[config.mk]
export PLATFORM = sky130hd
export DESIGN_NAME = life_grid_generation_engine
export DESIGN_NICKNAME = d
export VERILOG_FILES = /design/src/rtl/lgge_pkg.sv /design/src/rtl/life_grid_generation_engine.sv /design/src/rtl/lgge_row_cell.sv /design/src/rtl/lgge_rule_unit.sv
export SDC_FILE = /design/constraint.sdc
export NUM_CORES = 1
export LEC_CHECK = 0
export ABC_AREA = 1
export BUFFER_PORTS_ARGS = -buffer_cell sky130_fd_sc_hd__buf_2
export CAP_MARGIN = 20
export CORE_MARGIN = 2
export CORE_UTILIZATION = 57
export CTS_CLUSTER_DIAMETER = 60
export CTS_CLUSTER_SIZE = 10
export DETAILED_ROUTE_END_ITERATION = 8
export HOLD_SLACK_MARGIN = 0.06
export PLACE_DENSITY = 0.78
export SYNTH_ARGS = -nofsm -noshare
export SYNTH_HDL_FRONTEND = slang
export SYNTH_SLANG_ARGS = --single-unit
[constraint.sdc]
create_clock -name clk -period 4.35 [get_ports clk]
set_clock_uncertainty 0.1 [all_clocks]
set_input_delay 0.435 -clock clk [delete_from_list [all_inputs] [get_ports clk]]
set_output_delay 0.435 -clock clk [all_outputs]
set_load 0.01 [all_outputs]
[src/rtl/lgge_pkg.sv]
`timescale 1ns / 1ps
// ----------------------------------------------------------------------------
// lgge_pkg
// Shared types and constants for the toroidal Life grid engine.
// ----------------------------------------------------------------------------
package lgge_pkg;

	localparam int GRID_WIDTH  = 20;
	localparam int GRID_HEIGHT = 18;
	localparam int ROW_W       = $clog2(GRID_HEIGHT);
	localparam int CELLS_W     = 20;
	localparam int INDEX_W     = 5;
	localparam int COUNT_W     = 4;

	localparam logic [COUNT_W-1:0] SURVIVE_RESET = COUNT_W'(2);
	localparam logic [COUNT_W-1:0] BIRTH_RESET   = COUNT_W'(3);

	typedef logic [GRID_WIDTH-1:0] row_t;

	typedef enum logic [1:0] {
		CMD_WRITE   = 2'd0,
		CMD_ADVANCE = 2'd1,
		CMD_READ    = 2'd2
	} command_t;

	typedef enum logic {
		REG_SURVIVE = 1'b0,
		REG_BIRTH   = 1'b1
	} reg_index_t;

	typedef enum logic {
		ST_IDLE,
		ST_GEN
	} state_t;

	typedef struct packed {
		logic [1:0]         command;
		logic [INDEX_W-1:0] row_index;
		logic [CELLS_W-1:0] row_cells;
	} cmd_t;

	typedef struct packed {
		logic [INDEX_W-1:0] out_row_index;
		logic [CELLS_W-1:0] out_row_cells;
		logic               generation_done;
	} rsp_t;

	// control of one row cell
	typedef struct packed {
		logic load;
		logic shift;
	} cell_ctl_t;

endpackage

[src/rtl/life_grid_generation_engine.sv]
`timescale 1ns / 1ps
// ----------------------------------------------------------------------------
// life_grid_generation_engine
// Toroidal Life grid: row write, row read and one-generation advance.
// ----------------------------------------------------------------------------
// Usage:
//   Commands arrive on cmd/cmd_valid/cmd_stall, results leave on
//   rsp/rsp_valid/rsp_stall; a transfer happens when valid is high and stall
//   is low. A row write returns nothing. The result of a row read sits in
//   the output register the cycle after the transfer. For an advance, the grid
//   rows live in a ring of row cells that rotates once through a single rule
//   unit, one row per cycle, and the done result is registered on the last
//   step. Command code 3 is dropped.
//   The block works on one command at a time; cmd_stall is high during an
//   advance and while a held result blocks the output register.
//   A stalled result holds its payload until taken.
//   Reset clears the grid to all dead, survive_count to 2, birth_count to 3.
//   Registers (APB, pready always high): survive_count at 0x0, birth_count at
//   0x4; write only while the block is idle.
// ----------------------------------------------------------------------------
module life_grid_generation_engine import lgge_pkg::*; (
	input  logic        clk,
	input  logic        arst_n,
	input  logic        cmd_valid,
	output logic        cmd_stall,
	input  cmd_t        cmd,
	output logic        rsp_valid,
	input  logic        rsp_stall,
	output rsp_t        rsp,
	input  logic        psel,
	input  logic        penable,
	input  logic        pwrite,
	input  logic [2:0]  paddr,
	input  logic [31:0] pwdata,
	output logic [31:0] prdata,
	output logic        pready
);

	logic [COUNT_W-1:0] survive_q;
	logic [COUNT_W-1:0] birth_q;
	state_t             state_q;
	state_t             state_d;
	logic [ROW_W-1:0]   step_q;
	row_t               prev_q;
	row_t               first_q;
	logic               rsp_valid_q;
	rsp_t               rsp_q;

	row_t               rows [GRID_HEIGHT];
	cell_ctl_t          ctl  [GRID_HEIGHT];
	row_t               wr_row;
	row_t               up_row;
	row_t               dn_row;
	row_t               next_row;
	logic               out_free;
	logic               acc;
	logic               in_range;
	logic [ROW_W-1:0]   row_sel;
	logic               gen_step;
	logic               last_step;
	logic               rsp_load;
	rsp_t               rsp_d;

	// configuration
	assign pready = 1'b1;

	always_ff @(posedge clk or negedge arst_n) begin
		if (!arst_n) begin
			survive_q <= SURVIVE_RESET;
			birth_q   <= BIRTH_RESET;
		end else if (psel && penable && pwrite) begin
			unique case (reg_index_t'(paddr[2]))
				REG_SURVIVE: survive_q <= pwdata[COUNT_W-1:0];
				REG_BIRTH:   birth_q   <= pwdata[COUNT_W-1:0];
			endcase
		end
	end

	always_comb begin
		unique case (reg_index_t'(paddr[2]))
			REG_SURVIVE: prdata = 32'(survive_q);
			REG_BIRTH:   prdata = 32'(birth_q);
		endcase
	end

	// command decode
	assign out_free  = !rsp_valid_q || !rsp_stall;
	assign acc       = cmd_valid && !cmd_stall;
	assign in_range  = 32'(cmd.row_index) < 32'(GRID_HEIGHT);
	assign row_sel   = ROW_W'(cmd.row_index);
	assign wr_row    = GRID_WIDTH'(cmd.row_cells);
	assign gen_step  = (state_q == ST_GEN);
	assign last_step = (step_q == ROW_W'(GRID_HEIGHT - 1));

	always_comb begin
		state_d   = state_q;
		cmd_stall = 1'b1;
		unique case (state_q)
			ST_IDLE: begin
				cmd_stall = !out_free;
				if (acc && (cmd.command == CMD_ADVANCE)) begin
					state_d = ST_GEN;
				end
			end
			ST_GEN: begin
				if (last_step) begin
					state_d = ST_IDLE;
				end
			end
			default: state_d = ST_IDLE;
		endcase
	end

	always_ff @(posedge clk or negedge arst_n) begin
		if (!arst_n) begin
			state_q <= ST_IDLE;
		end else begin
			state_q <= state_d;
		end
	end

	always_ff @(posedge clk or negedge arst_n) begin
		if (!arst_n) begin
			step_q <= '0;
		end else if (gen_step) begin
			step_q <= last_step ? '0 : step_q + ROW_W'(1);
		end
	end

	// ring of rows: cell 0 holds the row being updated, its new value enters
	// at the far end so the ring is back in place once every row is updated
	for (genvar i = 0; i < GRID_HEIGHT; i++) begin : g_rows
		row_t sh_in;

		assign ctl[i].load  = acc && (cmd.command == CMD_WRITE) && in_range
		                   && (row_sel == ROW_W'(i));
		assign ctl[i].shift = gen_step;

		if (i == GRID_HEIGHT - 1) begin : g_tail
			assign sh_in = next_row;
		end else begin : g_body
			assign sh_in = rows[i+1];
		end

		lgge_row_cell u_cell (
			.clk      (clk),
			.arst_n   (arst_n),
			.ctl      (ctl[i]),
			.wr_row   (wr_row),
			.shift_in (sh_in),
			.row      (rows[i])
		);
	end

	// old neighbors: the far end still holds the old last row on the first
	// step; afterwards the old upper row is kept aside, and the old first
	// row is kept for the final step's lower neighbor
	always_ff @(posedge clk) begin
		if (gen_step) begin
			prev_q <= rows[0];
			if (step_q == '0) begin
				first_q <= rows[0];
			end
		end
	end

	assign up_row = (step_q == '0) ? rows[GRID_HEIGHT-1] : prev_q;
	assign dn_row = last_step ? first_q : rows[1];

	lgge_rule_unit u_rule (
		.up            (up_row),
		.mid           (rows[0]),
		.dn            (dn_row),
		.survive_count (survive_q),
		.birth_count   (birth_q),
		.next_row      (next_row)
	);

	// output register
	always_comb begin
		rsp_load = 1'b0;
		rsp_d    = '0;
		if (gen_step && last_step) begin
			rsp_load              = 1'b1;
			rsp_d.generation_done = 1'b1;
		end else if (acc && (cmd.command == CMD_READ)) begin
			rsp_load            = 1'b1;
			rsp_d.out_row_index = cmd.row_index;
			rsp_d.out_row_cells = in_range ? CELLS_W'(rows[row_sel]) : '0;
		end
	end

	always_ff @(posedge clk or negedge arst_n) begin
		if (!arst_n) begin
			rsp_valid_q <= 1'b0;
		end else if (rsp_load) begin
			rsp_valid_q <= 1'b1;
		end else if (!rsp_stall) begin
			rsp_valid_q <= 1'b0;
		end
	end

	always_ff @(posedge clk) begin
		if (rsp_load) begin
			rsp_q <= rsp_d;
		end
	end

	assign rsp_valid = rsp_valid_q;
	assign rsp       = rsp_q;

endmodule

[src/rtl/lgge_row_cell.sv]
`timescale 1ns / 1ps
// ----------------------------------------------------------------------------
// lgge_row_cell
// One grid row: loaded by a row write, or takes its neighbor's row while the
// chain rotates during a generation.
// ----------------------------------------------------------------------------
module lgge_row_cell import lgge_pkg::*; (
	input  logic      clk,
	input  logic      arst_n,
	input  cell_ctl_t ctl,
	input  row_t      wr_row,
	input  row_t      shift_in,
	output row_t      row
);

	row_t row_q;

	always_ff @(posedge clk or negedge arst_n) begin
		if (!arst_n) begin
			row_q <= '0;
		end else if (ctl.load) begin
			row_q <= wr_row;
		end else if (ctl.shift) begin
			row_q <= shift_in;
		end
	end

	assign row = row_q;

endmodule

[src/rtl/lgge_rule_unit.sv]
`timescale 1ns / 1ps
// ----------------------------------------------------------------------------
// lgge_rule_unit
// Next state of one row from the three-row window, columns wrapped.
// ----------------------------------------------------------------------------
module lgge_rule_unit import lgge_pkg::*; (
	input  row_t               up,
	input  row_t               mid,
	input  row_t               dn,
	input  logic [COUNT_W-1:0] survive_count,
	input  logic [COUNT_W-1:0] birth_count,
	output row_t               next_row
);

	always_comb begin
		int lf;
		int rt;
		logic [COUNT_W-1:0] n;
		next_row = '0;
		for (int x = 0; x < GRID_WIDTH; x++) begin
			lf = (x == 0) ? GRID_WIDTH - 1 : x - 1;
			rt = (x == GRID_WIDTH - 1) ? 0 : x + 1;
			n = COUNT_W'(up[lf]) + COUNT_W'(up[x]) + COUNT_W'(up[rt])
			  + COUNT_W'(mid[lf]) + COUNT_W'(mid[rt])
			  + COUNT_W'(dn[lf]) + COUNT_W'(dn[x]) + COUNT_W'(dn[rt]);
			next_row[x] = (mid[x] && (n == survive_count)) || (n == birth_count);
		end
	end

endmodule
==> flow_summary.yaml, run 1 <==
status:
  status: "complete, but fails checks"
  failed_checks: "negative setup slack"
die:
  rows: 84
  fp.dieW_um: 233
  core_sq_um: 52300
  ios: 130
  initial_core_util_pct: 57.4
  die-height_um: 233
  dieArea_sq_um: 54500
cells_and_area:
  drive_gt1_share_pct: 11.3
  fillers: 4404
  nets: 4449
  area_growth_pct: 11.9
  antennaDiodeCount: 0
  utilization_pct: 64.2
worst_setup_path:
  crit_path_cell_trace: "inv_2 > ha_4 > nand3b_1 > buf_4 > bufbuf_16 > nand2_1 > o21ai_0 > ha_1 > inv_1 > fa_1 > xor2_1 > inv_1 > ha_1 > inv_1 > fa_1 > inv_2 > fa_1 > xnor2_1 > nand2_1 > a21oi_1 > nand2_1 > nand2_1 > nand2_1 > nand3_1"
  timing.rr.start: "step_q[0]$_DFFE_PN0P_"
  critPathBufInv: 7
  cpMostUsedCell: "nand2_1"
  worstRegToRegCells: 24
  crit_cells: 24
  arrival_ps: 5180
  critPathLaunchType: "flip-flop"
  cp.required_ps: 4790
  r2r_end: "g_rows[17].u_cell.row[6]$_DFFE_PN0P_"
  cp-end-kind: "flip-flop"
  reg2reg_slack_ps: -390
  crit_path_max_incr_delay_ps: 560
  cp_top_family: "adder cells"
  crit_fanout: 7
  path_class: "reg -> reg"
  slowest_stage: "fa_1"
global_routing:
  grt_pass1_vias: 27208
  grt_antenna_before_repair: 1
  grt_overflow: 0
  grt_usage_pct: 36.8
  grt_pass1_wl_um: 155000
  grt_max_degree: 213
placement:
  dp_hpwl_um: 64100
  place_congestion: 0.936
  port_buffers: 70
  dpl_worst_slack_ps: -288
synthesis:
  ys.flop_type: "dfrtp_1"
  synth_async_sr_flop_share_pct: 85.0
  ys_ff_latch: 441
  synthTopCellsByArea: "dfrtp_1 (31%), nand2_1 (24%), nand3_1 (9.3%), edfxtp_1 (6.6%), fa_1 (4.1%)"
  synth_top_area_share_pct: 31.0
  yosysMostFrequentCell: "nand2_1"
  syn_avg_cell_area_sq_um: 7.08
  ys_warn_count: 0
  ys_types: 41
  yosys.area.top_type: "dfrtp_1"
  synth_cells: 4243
  seq_area_frac_synth_pct: 37.9
  netlist_area_sq_um: 30000
  synthTopCellsByCount: "nand2_1 (1941), nand3_1 (556), dfrtp_1 (372), inv_1 (229), clkbuf_1 (175)"
  synth_edf_count: 66
run:
  max_cap_viol_count: 0
timing:
  fin_ws_ps: -392
  fmax_mhz: 211
  whs_ps: 110
  tns_ps: -3360
  hold_violations: 0
  setup_viol: 20
  worstMarginPinSlew_ps: 1170
  rsz0062_at_grt: "yes"
  period_share_pct: 109
  slew_headroom_pct: 22.0
  layout_min_cycle_time_ps: 4740
  finalMaxSlewViolations: 0
clocking:
  clockBufferDepth: 3
  cts_tree: "done"
  clk_pin_slew_ps: 60
  cts_made_buffers: 52
  clkLatencyLatePin_ps: 620
  htree_num_levels: 2
  cts.sinks: 441
  cts_root_buffer: "clkbuf_16"
worst_hold_path:
  hold_depth: 3
  min_path_type: "in -> reg"
  holdPathEnd: "rsp[23]$_SDFFCE_PP0P_"
  min_from: "cmd[22]"
route:
  drt-initial-drc-count: 3725
  antenna_left: 0
  dr.pass1.iters: 6
  vias: 29463
  drt-total-wl_um: 102000
  post-route-drc-count: 0
  avgRoutedWirePerCell_um: 20.7
  routed_via_density: 5.95
pwr:
  max-vdd-ir-drop_mv: 0.492
  finalPower_mw: 26.3
  p_leak_nw: 17.6
  powerDensity_nw_per_um2: 783
==> cell type report <==
| type | instances | area [sq um] | share of cell area (%) |
|---|---|---|---|
| Clock buffer | 71 | 1380 | 4.12 |
| Sequential cell | 441 | 11400 | 33.9 |
| Multi-Input combinational cell | 3269 | 17100 | 50.8 |
| Timing Repair Buffer | 235 | 1920 | 5.71 |
| Tap cell | 688 | 861 | 2.56 |
| Clock inverter | 7 | 77.6 | 0.231 |
| Inverter | 238 | 907 | 2.70 |
==> report_power, final <==
group | switching [mW] | internal, mW | leakage [nW]
clock | 1.79 | 2.21 | 0.708
combinational | 8.80 | 6.26 | 11.2
sequential | 1.55 | 5.70 | 5.69
==> what timing repair did <==
item,CTS,global route
hold endpoints to repair,111,0
pin swaps,135,78
endpoints found under the setup margin,19,20
buffers inserted,27,22
hold buffers,8,0
cloned,2,0
resized for setup,177,68
==> tightest hold or removal path: stages <==
cell    delay [ps]
buf_2          110
inv_1           60
nor2_1         110
==> worst max path at each step <==
stage                                       endpoint             startpoint  slack [ps]
3_5_place_dp   g_rows[17].u_cell.row[17]$_DFFE_PN0P_  step_q[1]$_DFFE_PN0P_        -290
4_1_cts         g_rows[17].u_cell.row[8]$_DFFE_PN0P_  step_q[3]$_DFFE_PN0P_        -180
6_report        g_rows[17].u_cell.row[6]$_DFFE_PN0P_  step_q[0]$_DFFE_PN0P_        -390
2_1_floorplan  g_rows[17].u_cell.row[15]$_DFFE_PN0P_  step_q[0]$_DFFE_PN0P_          50
3_3_place_gp   g_rows[17].u_cell.row[18]$_DFFE_PN0P_  step_q[1]$_DFFE_PN0P_        -170
5_1_grt         g_rows[17].u_cell.row[6]$_DFFE_PN0P_  step_q[1]$_DFFE_PN0P_        -610
==> cell families after synthesis <==
group,share of synthesized area [%]
simple gates,36.5
buf+inv,7.84
flops,37.9
compound gates,5.04
xor+xnor,4.73
fa+ha+maj,7.51
mux,0.500
other cells,0.0250
==> sequential cells by signal, indices dropped and copies added, names as in the netlist <==
name,count
g_rows.u_cell.row,360
rsp,26
first_q,20
prev_q,20
step_q,5
birth_q,4
survive_q,4
gen_step,1
rsp_valid,1
==> placed cells by master, fill, tap and decap left out, types with 13 or more instances in the layout <==
| cell type | Yosys | layout |
|---|---|---|
| nand2_1 | 1941 | 1914 |
| nand2_2 | 3 | 20 |
| nand4_1 | 84 | 84 |
| a21o_1 | 18 | 18 |
| a21oi_1 | 50 | 37 |
| nor2_1 | 48 | 43 |
| inv_1 | 229 | 197 |
| clkbuf_1 | 175 | 18 |
| nand3_1 | 556 | 548 |
| conb_1 | 2 | 29 |
| clkbuf_16 | 0 | 52 |
| o21ai_0 | 121 | 87 |
| buf_4 | 30 | 128 |
| o211ai_1 | 22 | 22 |
| a21oi_2 | 0 | 13 |
| dfrtp_1 | 372 | 371 |
| buf_2 | 90 | 68 |
| buf_12 | 0 | 13 |
| edfxtp_1 | 66 | 66 |
| xor2_1 | 112 | 112 |
| ha_1 | 81 | 72 |
| fa_1 | 62 | 36 |
| inv_2 | 4 | 34 |
| nor3_1 | 16 | 13 |
| o21ai_1 | 29 | 35 |
| fa_2 | 0 | 26 |
| o21ai_2 | 1 | 24 |
| xnor2_1 | 50 | 47 |
==> per-layer routing <==
| layer | vias up | GRT usage [%] | routed length, um |
|---|---|---|---|
| met5 | - | 0 | 0 |
| met4 | 0 | 20.1 | 6200 |
| met3 | 358 | 8.19 | 11700 |
| met2 | 1809 | 55.8 | 45400 |
| met1 | 13834 | 48.9 | 39000 |
| li1 | 13462 | - | - |
==> through the flow <==
step	std cells	cell area (sq um)
final	4949	33600
after global placement	4814	30900
after CTS	4928	33100
after detailed placement	4814	30900
after global routing	4949	33600
after floorplan	4270	30100
(Power assumes the default switching activity.)
==> inputs of run 2 (changes only) <==
--- a/config.mk
+++ b/config.mk
@@ -10,11 +10,12 @@
 export CAP_MARGIN = 20
 export CORE_MARGIN = 2
 export CORE_UTILIZATION = 57
-export CTS_CLUSTER_DIAMETER = 60
+export CTS_CLUSTER_DIAMETER = 150
 export CTS_CLUSTER_SIZE = 10
 export DETAILED_ROUTE_END_ITERATION = 8
 export HOLD_SLACK_MARGIN = 0.06
-export PLACE_DENSITY = 0.78
+export PLACE_DENSITY = 0.77
 export SYNTH_ARGS = -nofsm -noshare
 export SYNTH_HDL_FRONTEND = slang
+export SYNTH_HIERARCHICAL = 1
 export SYNTH_SLANG_ARGS = --single-unit
==> run 2 against run 1 <==
The run still ends with negative setup slack left. Wire length increased by 1.0%. Synthesized cell count increased by 5.4%. Cell count increased by 5.2%. Highest routed layer is now met5.
==> flow_summary.yaml, run 2 <==
synthesis:
  synth_cells: 4472
  seq_area_frac_synth_pct: 36.8
  synthTopCellsByCount: "nand2_1 (2030), nand3_1 (963), dfrtp_1 (372), inv_1 (317), buf_2 (122)"
  netlist_area_sq_um: 30900
  syn_avg_cell_area_sq_um: 6.91
  ys.flop_type: "dfrtp_1"
  synth_async_sr_flop_share_pct: 85.0
  synth_edf_count: 66
  ys_types: 31
  ys_ff_latch: 441
  yosys.area.top_type: "dfrtp_1"
  synthTopCellsByArea: "dfrtp_1 (30%), nand2_1 (25%), nand3_1 (16%), edfxtp_1 (6.4%), fa_1 (5.2%)"
  synth_top_area_share_pct: 30.1
  ys_warn_count: 6
  yosysMostFrequentCell: "nand2_1"
timing:
  period_share_pct: 103
  fmax_mhz: 224
  layout_min_cycle_time_ps: 4470
  whs_ps: 107
  slew_headroom_pct: 23.1
  rsz0062_at_grt: "yes"
  fin_ws_ps: -117
  finalMaxSlewViolations: 0
  worstMarginPinSlew_ps: 1150
  hold_violations: 0
  tns_ps: -470
  setup_viol: 10
route:
  drt-initial-drc-count: 4388
  vias: 30611
  drt-total-wl_um: 103000
  avgRoutedWirePerCell_um: 19.9
  antenna_left: 0
  dr.pass1.iters: 7
  post-route-drc-count: 0
  routed_via_density: 5.88
die:
  fp.dieW_um: 237
  core_sq_um: 53700
  rows: 85
  dieArea_sq_um: 56100
  ios: 130
  die-height_um: 237
  initial_core_util_pct: 57.5
clocking:
  clk_pin_slew_ps: 60
  cts.sinks: 441
  clockBufferDepth: 3
  htree_num_levels: 2
  cts_made_buffers: 50
  cts_tree: "done"
  clkLatencyLatePin_ps: 610
  cts_root_buffer: "clkbuf_16"
pwr:
  powerDensity_nw_per_um2: 745
  max-vdd-ir-drop_mv: 0.475
  p_leak_nw: 17.3
placement:
  place_inst: 5110
  place_congestion: 0.968
  port_buffers: 70
  dp_hpwl_um: 68100
  dpl_cell_area_sq_um: 31400
cells_and_area:
  antennaDiodeCount: 0
  nets: 4702
  utilization_pct: 62.3
  area_growth_pct: 8.24
  largest_reg_flops: 360
  drive_gt1_share_pct: 9.98
  final_cells: 5205
  layout_common_cells: "nand2_1 (2023), nand3_1 (953), dfrtp_1 (371)"
  stdcell_area_sq_um: 33500
  final_common_cell: "nand2_1"
worst_hold_path:
  min_path_type: "in -> reg"
global_routing:
  grt_overflow: 0
  grt_antenna_before_repair: 1
  grt_pass1_wl_um: 161000
  grt_pass1_vias: 28449
  grt_usage_pct: 36.8
  grt_max_degree: 174
status:
  status: "complete, but fails checks"
  failed_checks: "negative setup slack"
worst_setup_path:
  arrival_ps: 4900
  cp.required_ps: 4790
  crit_fanout: 6
  path_class: "reg -> reg"
  cp-end-kind: "flip-flop"
  critPathLaunchType: "flip-flop"
run:
  max_cap_viol_count: 0
-- run 2: worst paths after layout --
kind                       depth (start not counted)  slack, ps                                    end                           startpoint
max                                               21       -120  g_rows[17].u_cell/row[14]$_DFFE_PN0P_                step_q[0]$_DFFE_PN0P_
min                                                3        110                  rsp[23]$_SDFFCE_PP0P_                              cmd[22]
max reg2reg                                       21       -120  g_rows[17].u_cell/row[14]$_DFFE_PN0P_                step_q[0]$_DFFE_PN0P_
min reg2reg                                        2        400    g_rows[3].u_cell/row[1]$_DFFE_PN0P_  g_rows[3].u_cell/row[1]$_DFFE_PN0P_
max in group asynchronous                          3       2800    g_rows[6].u_cell/row[4]$_DFFE_PN0P_                               arst_n
min in group asynchronous                          2        360               survive_q[2]$_DFFE_PN0P_                               arst_n
-- run 2: report_power, final --
part / switching [mW] / total, mW / internal (mW)
clock: 1.73 / 3.88 / 2.16
combinational: 8.50 / 14.1 / 5.61
sequential: 1.34 / 6.94 / 5.60
total: 11.6 / 24.9 / 13.4
-- run 2: cell families after synthesis --
family                     synth area share (%)
and+or+nand+nor                            42.5
buffers and inverters                      10.4
DFF                                        36.8
adders and majority gates                  7.73
AOI/OAI and AO/OA                          1.55
xor gates and xnor gates                   1.08
other                                    0.0243
-- run 2: cell type report --
type	count	area [sq um]
Timing Repair Buffer	220	1750
Clock inverter	2	38.8
Inverter	339	1270
Fill cell	4793	20300
Clock buffer	69	1370
Multi-Input combinational cell	3438	16800
Tap cell	696	871
Sequential cell	441	11400
-- run 2: critical path: stages (launching register included) --
cell and delay (ps):
dfrtp_1 390, inv_2 90, ha_4 140, nand3_4 120, buf_12 180, buf_4 170, o21ai_2 120, inv_2 80
fa_1 570, fa_1 440, fa_1 440, inv_1 70, ha_2 170, inv_1 60, fa_1 520, buf_4 170
xnor2_1 110, nor2_1 120, nand3_1 80, nand2_1 100, nand3_1 90, nand3_1 100
-- run 2: timing repair --
item | 4_1_cts | 5_1_grt
setup endpoints to repair | 16 | 20
hold buffers | 6 | 0
endpoints found under the hold margin | 94 | 0
resized for setup | 70 | 65
buffers inserted | 10 | 4
pin swaps | 35 | 80
cloned | 3 | 1
-- run 2: metal layers --
metal  up-vias  track usage [%]  wire length, um
li1      14097                -                -
met1     14294             51.6            40600
met2      1882             53.8            44100
met3       336             7.87            12700
met4         2             19.3             5930
met5         -                0               13
-- run 2: metrics by stage --
step / setup WS [ps] / total power [mW]
global placement: -116 / 19.4
CTS: -35.5 / 24.1
detailed placement: -221 / 19.9
global route: -298 / 27.0
finish: -117 / 24.9
floorplan: 35.5 / 16.7
